===== config.mk =====
export PLATFORM = sky130hd
export DESIGN_NAME = utf8_entity_text_decoder_top
export DESIGN_NICKNAME = d
export VERILOG_FILES = /design/src/rtl/utf8ed_pkg.sv /design/src/rtl/utf8ed_front.sv /design/src/rtl/utf8ed_back.sv /design/src/rtl/utf8_entity_text_decoder_top.sv
export SDC_FILE = /design/constraint.sdc
export NUM_CORES = 1
export LEC_CHECK = 0
export ABC_AREA = 1
export BUFFER_PORTS_ARGS = -buffer_cell sky130_fd_sc_hd__clkbuf_2
export CAP_MARGIN = 20
export CORE_MARGIN = 3
export CORE_UTILIZATION = 50
export CTS_BUF_LIST = sky130_fd_sc_hd__clkbuf_8
export DETAILED_ROUTE_END_ITERATION = 6
export GPL_ROUTABILITY_DRIVEN = 0
export HOLD_SLACK_MARGIN = 0.03
export MAX_ROUTING_LAYER = met4
export PLACE_DENSITY = 0.79
export SLEW_MARGIN = 20
export SYNTH_ARGS = -nofsm -noshare
export SYNTH_HDL_FRONTEND = slang
export SYNTH_SLANG_ARGS = --single-unit

===== constraint.sdc =====
create_clock -name clock -period 3.7 [get_ports clock]
set_clock_uncertainty 0.05 [all_clocks]
set_input_delay 0.555 -clock clock [delete_from_list [all_inputs] [get_ports clock]]
set_output_delay 0.555 -clock clock [all_outputs]
set_load 0.02 [all_outputs]

===== src/rtl/utf8ed_pkg.sv =====
// Shared types, character codes and entity tables of the UTF-8 and entity text decoder.
package utf8ed_pkg;

   localparam int unsigned ByteW         = 8;
   localparam int unsigned CpW           = 26;
   localparam int unsigned UsedW         = 3;
   localparam int unsigned CntW          = 3;
   localparam int unsigned NumValW       = 10;
   localparam int unsigned NumEnt        = 6;
   localparam int unsigned EntMaxLen     = 6;
   localparam int unsigned LaDepth       = 5;
   localparam int unsigned LaIdxW        = $clog2(LaDepth);
   localparam int unsigned RspDataW      = ((CpW + UsedW + 7) / 8) * 8;
   localparam int unsigned QueueDepthDef = 4;

   // character codes
   localparam logic [ByteW-1:0] CharAmp    = 8'h26;
   localparam logic [ByteW-1:0] CharBslash = 8'h5C;
   localparam logic [ByteW-1:0] CharHash   = 8'h23;
   localparam logic [ByteW-1:0] CharU      = 8'h75;
   localparam logic [ByteW-1:0] CharZero   = 8'h30;
   localparam logic [ByteW-1:0] CharNine   = 8'h39;
   localparam logic [ByteW-1:0] CharSpace  = 8'h20;
   localparam logic [ByteW-1:0] AsciiTop   = 8'h7F;

   // &apos; &amp; &lt; &gt; &nbsp; &quot;
   localparam logic [ByteW-1:0] EntChar [NumEnt][EntMaxLen] = '{
      '{8'h26, 8'h61, 8'h70, 8'h6F, 8'h73, 8'h3B},
      '{8'h26, 8'h61, 8'h6D, 8'h70, 8'h3B, 8'h00},
      '{8'h26, 8'h6C, 8'h74, 8'h3B, 8'h00, 8'h00},
      '{8'h26, 8'h67, 8'h74, 8'h3B, 8'h00, 8'h00},
      '{8'h26, 8'h6E, 8'h62, 8'h73, 8'h70, 8'h3B},
      '{8'h26, 8'h71, 8'h75, 8'h6F, 8'h74, 8'h3B}
   };
   localparam logic [CntW-1:0]  EntLen [NumEnt] = '{3'd6, 3'd5, 3'd4, 3'd4, 3'd6, 3'd6};
   localparam logic [ByteW-1:0] EntVal [NumEnt] = '{8'd39, 8'd38, 8'd60, 8'd62, 8'd32, 8'd34};

   typedef enum logic [1:0] {
      CLS_PLAIN,
      CLS_LEAD,
      CLS_AMP,
      CLS_BSLASH
   } cls_type;

   typedef enum logic [2:0] {
      MODE_IDLE,
      MODE_UTF,
      MODE_ENTITY,
      MODE_NUMERIC,
      MODE_BSLASH,
      MODE_BSU
   } mode_type;

   typedef enum logic [1:0] {
      PH_FEED,
      PH_REPLAY,
      PH_FLUSH,
      PH_DONE
   } phase_type;

   typedef struct packed {
      logic [ByteW-1:0] text_byte;
      logic             end_of_text;
      cls_type          cls;
      logic [2:0]       extra;
      logic [4:0]       lead_val;
   } item_type;

endpackage


===== src/rtl/utf8ed_front.sv =====
// Front end: accepts input bytes, classifies them and queues them for the decode engine.
module utf8ed_front import utf8ed_pkg::*; #(
   parameter int unsigned QueueDepth = QueueDepthDef
) (
   input  logic             clock,
   input  logic             reset,
   input  logic             req_tvalid,
   output logic             req_tready,
   input  logic [ByteW-1:0] req_tdata,
   input  logic             req_tlast,
   output logic             hd_valid,
   output item_type         hd_item,
   input  logic             hd_pop
);

   localparam int unsigned PtrW = (QueueDepth > 1) ? $clog2(QueueDepth) : 1;
   localparam int unsigned QCntW = $clog2(QueueDepth + 1);

   item_type         q_ff [QueueDepth];
   logic [PtrW-1:0]  wr_ptr_ff, wr_ptr_in;
   logic [PtrW-1:0]  rd_ptr_ff, rd_ptr_in;
   logic [QCntW-1:0] fill_ff, fill_in;
   item_type         cls_item;
   logic             push;

   // classify the incoming byte
   always_comb begin
      cls_item.text_byte   = req_tdata;
      cls_item.end_of_text = req_tlast;
      cls_item.cls         = CLS_PLAIN;
      cls_item.extra       = 3'd0;
      cls_item.lead_val    = 5'd0;
      if (req_tdata > AsciiTop) begin
         cls_item.cls = CLS_LEAD;
         if (!req_tdata[5]) begin
            cls_item.extra    = 3'd1;
            cls_item.lead_val = req_tdata[4:0];
         end else if (!req_tdata[4]) begin
            cls_item.extra    = 3'd2;
            cls_item.lead_val = {1'b0, req_tdata[3:0]};
         end else if (!req_tdata[3]) begin
            cls_item.extra    = 3'd3;
            cls_item.lead_val = {2'b0, req_tdata[2:0]};
         end else begin
            cls_item.extra    = 3'd4;
            cls_item.lead_val = {3'b0, req_tdata[1:0]};
         end
      end else if (req_tdata == CharAmp) begin
         cls_item.cls = CLS_AMP;
      end else if (req_tdata == CharBslash) begin
         cls_item.cls = CLS_BSLASH;
      end
   end

   assign req_tready = (fill_ff != QCntW'(QueueDepth));
   assign push       = req_tvalid && req_tready;
   assign hd_valid   = (fill_ff != '0);
   assign hd_item    = q_ff[rd_ptr_ff];

   always_comb begin
      wr_ptr_in = wr_ptr_ff;
      rd_ptr_in = rd_ptr_ff;
      fill_in   = fill_ff;
      if (push) begin
         wr_ptr_in = (wr_ptr_ff == PtrW'(QueueDepth - 1)) ? '0 : wr_ptr_ff + PtrW'(1);
      end
      if (hd_pop) begin
         rd_ptr_in = (rd_ptr_ff == PtrW'(QueueDepth - 1)) ? '0 : rd_ptr_ff + PtrW'(1);
      end
      if (push && !hd_pop) begin
         fill_in = fill_ff + QCntW'(1);
      end else if (!push && hd_pop) begin
         fill_in = fill_ff - QCntW'(1);
      end
   end

   always_ff @(posedge clock) begin
      if (reset) begin
         wr_ptr_ff <= '0;
         rd_ptr_ff <= '0;
         fill_ff   <= '0;
      end else begin
         wr_ptr_ff <= wr_ptr_in;
         rd_ptr_ff <= rd_ptr_in;
         fill_ff   <= fill_in;
      end
   end

   always_ff @(posedge clock) begin
      if (push) begin
         q_ff[wr_ptr_ff] <= cls_item;
      end
   end

endmodule


===== src/rtl/utf8ed_back.sv =====
// Decode engine: one decode step per cycle on the queued byte unless output stalls, with result and output registers.
module utf8ed_back import utf8ed_pkg::*; (
   input  logic                clock,
   input  logic                reset,
   input  logic                hd_valid,
   input  item_type            hd_item,
   output logic                hd_pop,
   output logic                rsp_tvalid,
   input  logic                rsp_tready,
   output logic [RspDataW-1:0] rsp_tdata,
   output logic                rsp_tlast
);

   phase_type          phase_ff, phase_in;
   mode_type           mode_ff, mode_in;
   logic [CntW-1:0]    cnt_ff, cnt_in;
   logic [CpW-1:0]     acc_ff, acc_in;
   logic [2:0]         cont_ff, cont_in;
   logic [NumEnt-1:0]  match_ff, match_in;
   logic [NumValW-1:0] nval_ff, nval_in;
   logic [1:0]         nd_ff, nd_in;
   logic               nrun_ff, nrun_in;
   logic [ByteW-1:0]   la_ff [LaDepth];
   logic               la_we;
   logic [LaIdxW-1:0]  la_wa;
   logic [LaIdxW-1:0]  rp_ff, rp_in;
   logic [LaIdxW-1:0]  rp_last_ff, rp_last_in;
   logic               refeed_ff, refeed_in;
   logic               pend_v_ff, pend_v_in;
   logic [CpW-1:0]     pend_cp_ff, pend_cp_in;
   logic [UsedW-1:0]   pend_used_ff, pend_used_in;
   logic               out_v_ff, out_v_in;
   logic [CpW-1:0]     out_cp_ff, out_cp_in;
   logic [UsedW-1:0]   out_used_ff, out_used_in;
   logic               out_last_ff, out_last_in;

   logic               go;
   logic               emit;
   logic [CpW-1:0]     em_cp;
   logic [UsedW-1:0]   em_used;
   logic [ByteW-1:0]   b;

   assign go = hd_valid && (!out_v_ff || rsp_tready);
   assign b  = hd_item.text_byte;

   always_comb begin
      logic [CntW-1:0]     c;
      logic [NumEnt-1:0]   still;
      logic                hit;
      logic [ByteW-1:0]    hit_val;
      logic                feed_done;
      logic [NumValW+3:0]  nval_x10;
      logic [NumValW-1:0]  nval_res;

      c         = '0;
      still     = '0;
      hit       = 1'b0;
      hit_val   = '0;
      feed_done = 1'b1;
      nval_x10  = '0;
      nval_res  = (nd_ff != 2'd0) ? nval_ff : NumValW'(CharAmp);

      phase_in     = phase_ff;
      mode_in      = mode_ff;
      cnt_in       = cnt_ff;
      acc_in       = acc_ff;
      cont_in      = cont_ff;
      match_in     = match_ff;
      nval_in      = nval_ff;
      nd_in        = nd_ff;
      nrun_in      = nrun_ff;
      rp_in        = rp_ff;
      rp_last_in   = rp_last_ff;
      refeed_in    = refeed_ff;
      la_we        = 1'b0;
      la_wa        = LaIdxW'(cnt_ff - CntW'(1));
      emit         = 1'b0;
      em_cp        = '0;
      em_used      = '0;
      hd_pop       = 1'b0;
      pend_v_in    = pend_v_ff;
      pend_cp_in   = pend_cp_ff;
      pend_used_in = pend_used_ff;
      out_v_in     = out_v_ff && !rsp_tready;
      out_cp_in    = out_cp_ff;
      out_used_in  = out_used_ff;
      out_last_in  = out_last_ff;

      if (go) begin
         case (phase_ff)
            PH_FEED: begin
               case (mode_ff)
                  MODE_UTF: begin
                     acc_in  = {acc_ff[CpW-7:0], b[5:0]};
                     cnt_in  = cnt_ff + CntW'(1);
                     cont_in = (cont_ff != 3'd0) ? cont_ff - 3'd1 : 3'd0;
                     if (cont_in == 3'd0) begin
                        emit    = 1'b1;
                        em_cp   = acc_in;
                        em_used = cnt_in;
                        mode_in = MODE_IDLE;
                        cnt_in  = '0;
                        acc_in  = '0;
                     end
                  end
                  MODE_ENTITY: begin
                     c      = cnt_ff + CntW'(1);
                     la_we  = 1'b1;
                     cnt_in = c;
                     if (c == CntW'(2) && b == CharHash) begin
                        mode_in = MODE_NUMERIC;
                        nval_in = '0;
                        nd_in   = 2'd0;
                        nrun_in = 1'b1;
                     end else begin
                        for (int e = 0; e < NumEnt; e++) begin
                           still[e] = match_ff[e] && (c <= EntLen[e]) &&
                                      (EntChar[e][c - CntW'(1)] == b);
                           if (still[e] && c == EntLen[e]) begin
                              hit     = 1'b1;
                              hit_val = EntVal[e];
                           end
                        end
                        match_in = still;
                        if (hit) begin
                           emit    = 1'b1;
                           em_cp   = CpW'(hit_val);
                           em_used = c;
                           mode_in = MODE_IDLE;
                           cnt_in  = '0;
                        end else if (still == '0) begin
                           // no entity left: send '&', replay the held letters, refeed
                           emit      = 1'b1;
                           em_cp     = CpW'(CharAmp);
                           em_used   = UsedW'(1);
                           mode_in   = MODE_IDLE;
                           cnt_in    = '0;
                           feed_done = 1'b0;
                           if (c >= CntW'(3)) begin
                              phase_in   = PH_REPLAY;
                              rp_in      = '0;
                              rp_last_in = LaIdxW'(c - CntW'(3));
                              refeed_in  = 1'b1;
                           end
                        end
                     end
                  end
                  MODE_NUMERIC: begin
                     c      = cnt_ff + CntW'(1);
                     cnt_in = c;
                     if (cnt_ff <= CntW'(4)) begin
                        if (nrun_ff && (b inside {[CharZero:CharNine]})) begin
                           nval_x10 = {1'b0, nval_ff, 3'b000} + {3'b000, nval_ff, 1'b0};
                           nval_in  = NumValW'(nval_x10 + (NumValW + 4)'(b - CharZero));
                           nd_in    = nd_ff + 2'd1;
                        end else begin
                           nrun_in = 1'b0;
                        end
                     end
                     if (c >= CntW'(6)) begin
                        emit    = 1'b1;
                        em_cp   = CpW'((nd_in != 2'd0) ? nval_in : NumValW'(CharAmp));
                        em_used = UsedW'(6);
                        mode_in = MODE_IDLE;
                        cnt_in  = '0;
                     end
                  end
                  MODE_BSLASH: begin
                     if (b == CharU) begin
                        cnt_in  = CntW'(2);
                        mode_in = MODE_BSU;
                     end else begin
                        emit      = 1'b1;
                        em_cp     = CpW'(CharBslash);
                        em_used   = UsedW'(1);
                        mode_in   = MODE_IDLE;
                        cnt_in    = '0;
                        feed_done = 1'b0;
                     end
                  end
                  MODE_BSU: begin
                     c      = cnt_ff + CntW'(1);
                     cnt_in = c;
                     if (c >= CntW'(6)) begin
                        emit    = 1'b1;
                        em_cp   = CpW'(CharSpace);
                        em_used = UsedW'(6);
                        mode_in = MODE_IDLE;
                        cnt_in  = '0;
                     end
                  end
                  default: begin
                     case (hd_item.cls)
                        CLS_LEAD: begin
                           acc_in  = CpW'(hd_item.lead_val);
                           cont_in = hd_item.extra;
                           cnt_in  = CntW'(1);
                           mode_in = MODE_UTF;
                        end
                        CLS_AMP: begin
                           cnt_in   = CntW'(1);
                           match_in = '1;
                           mode_in  = MODE_ENTITY;
                        end
                        CLS_BSLASH: begin
                           cnt_in  = CntW'(1);
                           mode_in = MODE_BSLASH;
                        end
                        default: begin
                           emit    = 1'b1;
                           em_cp   = CpW'(b);
                           em_used = UsedW'(1);
                        end
                     endcase
                  end
               endcase
               if (feed_done) begin
                  phase_in = (hd_item.end_of_text && mode_in != MODE_IDLE) ? PH_FLUSH : PH_DONE;
               end
            end
            PH_REPLAY: begin
               emit    = 1'b1;
               em_cp   = CpW'(la_ff[rp_ff]);
               em_used = UsedW'(1);
               if (rp_ff == rp_last_ff) begin
                  phase_in = refeed_ff ? PH_FEED : PH_DONE;
               end else begin
                  rp_in = rp_ff + LaIdxW'(1);
               end
            end
            PH_FLUSH: begin
               phase_in = PH_DONE;
               mode_in  = MODE_IDLE;
               cnt_in   = '0;
               cont_in  = 3'd0;
               acc_in   = '0;
               case (mode_ff)
                  MODE_UTF: begin
                     emit    = 1'b1;
                     em_used = cnt_ff;
                     case (cont_ff)
                        3'd0:    em_cp = acc_ff;
                        3'd1:    em_cp = {acc_ff[CpW-7:0], 6'b0};
                        3'd2:    em_cp = {acc_ff[CpW-13:0], 12'b0};
                        3'd3:    em_cp = {acc_ff[CpW-19:0], 18'b0};
                        default: em_cp = {acc_ff[CpW-25:0], 24'b0};
                     endcase
                  end
                  MODE_ENTITY: begin
                     emit    = 1'b1;
                     em_cp   = CpW'(CharAmp);
                     em_used = UsedW'(1);
                     if (cnt_ff >= CntW'(2)) begin
                        phase_in   = PH_REPLAY;
                        rp_in      = '0;
                        rp_last_in = LaIdxW'(cnt_ff - CntW'(2));
                        refeed_in  = 1'b0;
                     end
                  end
                  MODE_NUMERIC: begin
                     emit    = 1'b1;
                     em_cp   = CpW'(nval_res);
                     em_used = cnt_ff;
                  end
                  MODE_BSLASH: begin
                     emit    = 1'b1;
                     em_cp   = CpW'(CharBslash);
                     em_used = UsedW'(1);
                  end
                  MODE_BSU: begin
                     emit    = 1'b1;
                     em_cp   = CpW'(CharSpace);
                     em_used = cnt_ff;
                  end
                  default: begin
                     emit = 1'b0;
                  end
               endcase
            end
            default: begin
               // close the byte: the held result is its last one
               if (pend_v_ff) begin
                  out_v_in    = 1'b1;
                  out_cp_in   = pend_cp_ff;
                  out_used_in = pend_used_ff;
                  out_last_in = 1'b1;
                  pend_v_in   = 1'b0;
               end
               hd_pop   = 1'b1;
               phase_in = PH_FEED;
            end
         endcase

         // hold each new result until the next one shows whether it was the last
         if (emit) begin
            if (pend_v_ff) begin
               out_v_in    = 1'b1;
               out_cp_in   = pend_cp_ff;
               out_used_in = pend_used_ff;
               out_last_in = 1'b0;
            end
            pend_v_in    = 1'b1;
            pend_cp_in   = em_cp;
            pend_used_in = em_used;
         end
      end
   end

   always_ff @(posedge clock) begin
      if (reset) begin
         phase_ff <= PH_FEED;
         mode_ff  <= MODE_IDLE;
         cnt_ff   <= '0;
         acc_ff   <= '0;
         cont_ff  <= '0;
         match_ff <= '0;
         pend_v_ff <= 1'b0;
         out_v_ff <= 1'b0;
      end else begin
         phase_ff <= phase_in;
         mode_ff  <= mode_in;
         cnt_ff   <= cnt_in;
         acc_ff   <= acc_in;
         cont_ff  <= cont_in;
         match_ff <= match_in;
         pend_v_ff <= pend_v_in;
         out_v_ff <= out_v_in;
      end
   end

   always_ff @(posedge clock) begin
      nval_ff      <= nval_in;
      nd_ff        <= nd_in;
      nrun_ff      <= nrun_in;
      rp_ff        <= rp_in;
      rp_last_ff   <= rp_last_in;
      refeed_ff    <= refeed_in;
      pend_cp_ff   <= pend_cp_in;
      pend_used_ff <= pend_used_in;
      out_cp_ff    <= out_cp_in;
      out_used_ff  <= out_used_in;
      out_last_ff  <= out_last_in;
      if (la_we) begin
         la_ff[la_wa] <= b;
      end
   end

   assign rsp_tvalid = out_v_ff;
   assign rsp_tlast  = out_last_ff;
   assign rsp_tdata  = {{(RspDataW - CpW - UsedW){1'b0}}, out_used_ff, out_cp_ff};

endmodule


===== src/rtl/utf8_entity_text_decoder_top.sv =====
// Top level of the UTF-8 and HTML entity text decoder.
// Bytes arrive one per transfer on req_ and decode into code points on rsp_, each with the
// number of input bytes it used; rsp_tlast marks the last result caused by one input byte
// (a byte may cause none). UTF-8 lead bytes open 2 to 5 byte forms, the entities apos, amp,
// lt, gt, nbsp and quot give their ASCII characters, "&#" plus four bytes gives the value of
// up to three leading decimal digits, and backslash-u plus four bytes gives a space. A broken
// entity prefix sends '&' and replays the held bytes; req_tlast flushes pending work. The
// front end classifies bytes into a queue of QueueDepth entries, so input keeps flowing
// while the engine or the result side stalls. The engine makes one step per cycle unless
// the output stalls: a decode step and a close step per byte, plus one step for each
// replayed letter, refeed or end flush.
module utf8_entity_text_decoder_top import utf8ed_pkg::*; #(
   parameter int unsigned QueueDepth = QueueDepthDef
) (
   input  logic                clock,
   input  logic                reset,
   input  logic                req_tvalid,
   output logic                req_tready,
   input  logic [ByteW-1:0]    req_tdata,   // [7:0] text_byte
   input  logic                req_tlast,   // end_of_text
   output logic                rsp_tvalid,
   input  logic                rsp_tready,
   output logic [RspDataW-1:0] rsp_tdata,   // [25:0] code_point, [28:26] bytes_used, rest zero
   output logic                rsp_tlast    // last_of_run
);

   logic     hd_valid;
   item_type hd_item;
   logic     hd_pop;

   // classify and queue incoming bytes
   utf8ed_front #(
      .QueueDepth(QueueDepth)
   ) u_front (
      .clock      (clock),
      .reset      (reset),
      .req_tvalid (req_tvalid),
      .req_tready (req_tready),
      .req_tdata  (req_tdata),
      .req_tlast  (req_tlast),
      .hd_valid   (hd_valid),
      .hd_item    (hd_item),
      .hd_pop     (hd_pop)
   );

   // decode the queued byte, hold results and drive the output register
   utf8ed_back u_back (
      .clock      (clock),
      .reset      (reset),
      .hd_valid   (hd_valid),
      .hd_item    (hd_item),
      .hd_pop     (hd_pop),
      .rsp_tvalid (rsp_tvalid),
      .rsp_tready (rsp_tready),
      .rsp_tdata  (rsp_tdata),
      .rsp_tlast  (rsp_tlast)
   );

`ifndef ASSERT_OFF
   // the engine only closes a byte that is really queued
   a_pop_has_item: assert property (@(posedge clock) disable iff (reset)
      hd_pop |-> hd_valid)
      else $error("queue popped while empty");

   // every result used one to six bytes
   a_used_range: assert property (@(posedge clock) disable iff (reset)
      rsp_tvalid |-> (rsp_tdata[CpW+UsedW-1:CpW] != 3'd0) &&
                     (rsp_tdata[CpW+UsedW-1:CpW] != 3'd7))
      else $error("bytes_used out of range");

   // six-byte forms are numeric, named or backslash-u: all small values
   a_six_small: assert property (@(posedge clock) disable iff (reset)
      rsp_tvalid && (rsp_tdata[CpW+UsedW-1:CpW] == 3'd6) |-> (rsp_tdata[CpW-1:0] < 26'd1000))
      else $error("six-byte result with large code point");

   // a byte is closed only when the output register is free or being taken
   a_pop_frees_slot: assert property (@(posedge clock) disable iff (reset)
      hd_pop |-> !rsp_tvalid || rsp_tready)
      else $error("close step without output slot");
`endif

endmodule


## Word-level counts from Yosys, hierarchy flattened

Memory sizes are Yosys's and may differ from the RTL's. A register that Yosys moved wholly into a read port is not among the register bits.
Cells that the tools add are included.

| word-level totals | value |
|---|---|
| register bits after elaboration | 131 |
| RAM bits | 116 |
| bits in read-only memories | 384 |
| input port bits | 13 |
| word-level logic and storage cells | 371 |
| memories kept | 8 |

| operators by class | value |
|---|---|
| add/subtract/negate cells | 15 |
| order comparisons | 11 |
| eq/ne operators | 53 |
| mux-type cells | 195 |
| bitwise operators | 2 |
| reductions and logical operators | 65 |

Memory list:

| memory | words | width | read ports | clocked after memory_dff | wr ports | RTL line | source |
|---|---|---|---|---|---|---|---|
| u_front.q_ff | 4 | 19 | 1 | 1 | 1 | utf8ed_front.sv:19 | `item_type q_ff [QueueDepth];` |
| (no name shown) | 8 | 8 | 1 | 0 | 0 | utf8ed_back.sv:118 | `(EntChar[e][c - CntW'(1)] == b);` |
| (no name shown) | 8 | 8 | 1 | 0 | 0 | utf8ed_back.sv:118 |  |
| (no name shown) | 8 | 8 | 1 | 0 | 0 | utf8ed_back.sv:118 |  |
| (no name shown) | 8 | 8 | 1 | 0 | 0 | utf8ed_back.sv:118 |  |
| (no name shown) | 8 | 8 | 1 | 0 | 0 | utf8ed_back.sv:118 |  |
| +2 memories | n/a | n/a | n/a | n/a | n/a | n/a |  |

Operators with widths:

| cell | count |
|---|---|
| $mux W26 | 10 |
| $pmux W26 S5 | 2 |
| $mux W8 | 17 |
| $mux W3 | 42 |
| $pmux W26 S2 | 2 |
| $pmux W26 S4 | 1 |
| $pmux W26 S3 | 1 |
| $mux W6 | 10 |
| $mux W1 | 59 |
| $mux W10 | 5 |
| $eq A8 B8 Y1 | 6 |
| $mux W2 | 24 |
| $pmux W3 S2 | 6 |
| $pmux W3 S4 | 3 |
| $logic_and A1 B1 Y1 | 27 |
| $pmux W3 S3 | 3 |
| $add A10 B10 Y10 | 2 |
| $pmux W10 S2 | 1 |
| $eq A8 B6 Y1 const B | 2 |
| $eq A8 B7 Y1 const B | 2 |
| $ne A2 B2 Y1 const B | 8 |
| $eq A3 B2 Y1 const B | 5 |
| $eq A3 B3 Y1 const B | 5 |
| $ne A2 B1 Y1 const B | 7 |
| other kinds (48) | 91 |

## Logic depth before layout (Yosys ltp)

| depth | value |
|---|---|
| word-level depth | 29 |
| depth in mapped cells | 27 |

## By module

A second synthesis with hierarchy kept.

| second synthesis, totals | value |
|---|---|
| cells, all modules | 1558 |
| area total of the unflattened synthesis | 13528.0 µm² |

By module, submodules not included:

| module | instances | cells each | area each (µm²) |
|---|---|---|---|
| utf8ed_back | 1 | 1277 | 10055.9 |
| utf8ed_front | 1 | 281 | 3472.1 |

## Least setup slack after synthesis

OpenSTA, ideal clock, no wires.

| timing path | value |
|---|---|
| path type | register to register |
| start point | reg u_back.cnt_ff[0] |
| end point | reg (tool-made name) |
| library setup time | 0.387 ns |
| data arrival time | 3.620 ns |
| slack | -0.358 ns |
| stages on the path, launching flop included | 24 |
| path through | dfxtp_1 -> ha_1 -> inv_1 -> ha_1 -> buf_2 -> inv_1 -> ha_1 -> nand2_1 -> o21ai_0 -> nand3_1 -> nand2_1 -> nor2_2 -> nand2_1 -> nor2_2 -> nand2_1 -> nand2_2 -> nor2_4 -> nand3_2 -> nand2_2 -> nand3_2 -> nand2_1 -> nand2_1 -> nand2_1 -> nand2_1 |

RTL lines:

| element | RTL line | source |
|---|---|---|
| start: declaration | utf8ed_back.sv:16 | `logic [CntW-1:0] cnt_ff, cnt_in;` |
| start signal: assignment | utf8ed_back.sv:322 | `cnt_ff <= cnt_in;` |

==> impl_metrics.env <==
export IMPL_start_kind="flip-flop"
export IMPL_nNetsFinal=1722
export IMPL_fin_tns_setup_ns=0
export IMPL_wl_um=35600
export IMPL_violations="design-rule violations"
export IMPL_final_common_cell="nand2_1"
export IMPL_vdd_drop_max_mv=0.437
export IMPL_start_util=0.515
export IMPL_grt_start_max_net_pins=43
export IMPL_netlist_area_um2=13600
export IMPL_clk_pin_slew_worst_paths_ns=0.07
export IMPL_drc=1
export IMPL_r2r_start="u_back.cnt_ff[0]$_SDFFE_PP0P_"
export IMPL_vias=11700
export IMPL_dr_pass1_iters=7
export IMPL_slew_headroom=0.431
export IMPL_p_per_area_nw_per_um2=775
export IMPL_final_hold_viol_count=0
export IMPL_ys_types=52
export IMPL_period_share=0.959
export IMPL_dp_cells=1951
export IMPL_htreeDepth=2
export IMPL_root_buffer="clkbuf_8"
export IMPL_cts_made_buffers=43
export IMPL_die_area_um2=29200
export IMPL_drv_cap=0
export IMPL_cp_end_kind="flip-flop"
export IMPL_r2r_slack_ns=0.15
export IMPL_cts_sinks=252
export IMPL_worstSetupPathType="reg -> reg"
export IMPL_cp_required_ns=3.91
export IMPL_fp_dieH_um=171
export IMPL_tritoncts="done"
export IMPL_avgSynthCellArea_um2=8.65
export IMPL_drt_iter0_markers=1498
export IMPL_power_leakage_nw=6.32
export IMPL_cp_max_fo=15
export IMPL_grt_usage=0.244
export IMPL_routedWlPerCell_um=17.5
export IMPL_reg2reg_depth=23
export IMPL_clkLatencyLatePin_ns=0.55
export IMPL_fmax_mhz=282
export IMPL_grt_pass1_wl_um=55400
export IMPL_setup_violations=0
export IMPL_grt_overflow=0
export IMPL_netlist_instances=1573
export IMPL_status="complete, but fails checks"
export IMPL_ys_flop_type="edfxtp_1"
export IMPL_area_delta_synth_final_pct=13.5
export IMPL_dpl_hpwl_um=25100
export IMPL_synth_seq_area_share=0.514
export IMPL_portBuffers=44
export IMPL_antenna_found_initial=0
export IMPL_rows=59
export IMPL_worstHoldPathType="in -> reg"
export IMPL_drive_gt1_frac=0.142
export IMPL_tightestPinTransition_ns=0.854
export IMPL_stdcell_count=2035
export IMPL_yosys_warnings=0
export IMPL_via_per_inst=5.76
export IMPL_final_cell_mix="nand2_1, edfxtp_1, inv_1"
export IMPL_die_w_um=171
export IMPL_synth_edff_count=195
export IMPL_slew_violations=0
export IMPL_min_period_ns=3.55
export IMPL_core_area_um2=26400
export IMPL_ys_ff_latch=252
export IMPL_grt_pass1_vias=10900
export IMPL_async_flop_share=0
export IMPL_ant_nets=0
export IMPL_worstPathArrival_ns=3.76
export IMPL_rsz0062_at_grt="no"
export IMPL_startpoint="u_back.cnt_ff[0]$_SDFFE_PP0P_"
export IMPL_clock_path_buffers=3
export IMPL_io_pins=48
export IMPL_antenna_cells=0
export IMPL_hold_start="req_tlast"
## synth_stat cells (12+ instances only)
| cell | n | area (um^2) |
|---|---|---|
| nand2_1 | 422 | 1580 |
| edfxtp_1 | 195 | 5860 |
| inv_1 | 157 | 589 |
| nor2_1 | 150 | 563 |
| a21oi_1 | 108 | 541 |
| o21ai_0 | 94 | 470 |
| nand3_1 | 65 | 325 |
| dfxtp_1 | 57 | 1140 |
| ha_1 | 35 | 438 |
| clkbuf_1 | 34 | 128 |
| o22ai_1 | 27 | 169 |
| nor3_1 | 18 | 90.1 |
| a211oi_1 | 16 | 120 |
| nand2_2 | 12 | 75.1 |
## worst max-delay path, stage by stage (launching register included)
cell	delay [ns]
dfxtp_4	0.36
ha_2	0.19
inv_2	0.08
ha_1	0.31
inv_2	0.06
ha_4	0.25
nand2_2	0.09
o21ai_0	0.14
nand3_1	0.11
nand2_1	0.07
nor2_2	0.15
nand2_1	0.08
nor2_2	0.16
nand2_1	0.10
nand2_2	0.10
nor2_4	0.05
nand3_2	0.08
nand2_2	0.10
nand3_2	0.08
nand2_1	0.08
nand2_1	0.13
nand2_2	0.11
nand2_4	0.11
clkbuf_16	0.20
## final cells by class
cell class              instances  area, um^2
clock buffers                  43         592
inverters                     167         634
flip-flops and latches        252        7010
clock inverters                36         267
well taps                     335         419
multi-input cells            1094        5720
fillers                      2245       11000
repair buffers                108         798
## through the flow
| stage | worst slack, ns | power [mW] | util | area (um^2) | hold slack (ns) |
|---|---|---|---|---|---|
| 2_1_floorplan | 0.00708 | 7.70 | - | 13600 | 0.395 |
| 3_3_place_gp | 0.206 | 9.11 | 0.546 | 14400 | 0.405 |
| 3_5_place_dp | 0.0135 | 9.23 | 0.547 | 14400 | 0.410 |
| 4_1_cts | 0.0157 | 11.7 | 0.579 | 15300 | 0.171 |
| 5_1_grt | 0.000777 | 12.7 | 0.584 | 15400 | 0.193 |
| 6_report | 0.150 | 12.0 | 0.584 | 15400 | 0.195 |
## power breakdown
part	total (mW)	leakage [nW]	internal [mW]	switching (mW)
clock network	2.50	0.485	1.38	1.12
logic	5.10	3.54	1.64	3.46
registers	4.37	2.30	3.97	0.400
## timing repair
item	4_1_cts	5_1_grt
buffers inserted	0	3
resized for setup	0	20
endpoints found under the setup margin	0	93
hold buffers	0	0
## how the worst min path moves through the flow
stage	endpoint	slack (ns)	depth (start not counted)
finish	u_front.q_ff[1][10]$_DFFE_PP_	0.19	1
global placement	u_back.acc_ff[21]$_SDFFE_PP0P_	0.41	2
floorplan	u_back.acc_ff[20]$_SDFFE_PP0P_	0.39	2
CTS	u_front.q_ff[1][10]$_DFFE_PP_	0.17	1
detailed placement	u_back.acc_ff[25]$_SDFFE_PP0P_	0.41	2
global route	u_front.q_ff[1][10]$_DFFE_PP_	0.19	1
## routing by layer
metal	global-route usage	routed length, um	vias to the layer above	share of wire
met4	0.0969	1440	0	0.040
met1	0.320	14200	5317	0.40
met3	0.0603	4290	137	0.12
met5	-	0	-	0
met2	0.369	15700	736	0.44
li1	-	-	5529	-
## kinds of logic after synthesis
| family | synth area share |
|---|---|
| other | 0.000276 |
| buffers and inverters | 0.0704 |
| xor gates and xnor gates | 0.0116 |
| and+or+nand+nor | 0.215 |
| DFF | 0.514 |
| adders and majority gates | 0.0440 |
| muxes | 0.00662 |
| AOI/OAI and AO/OA | 0.138 |
No activity file was read; power rests on OpenSTA's default activity.
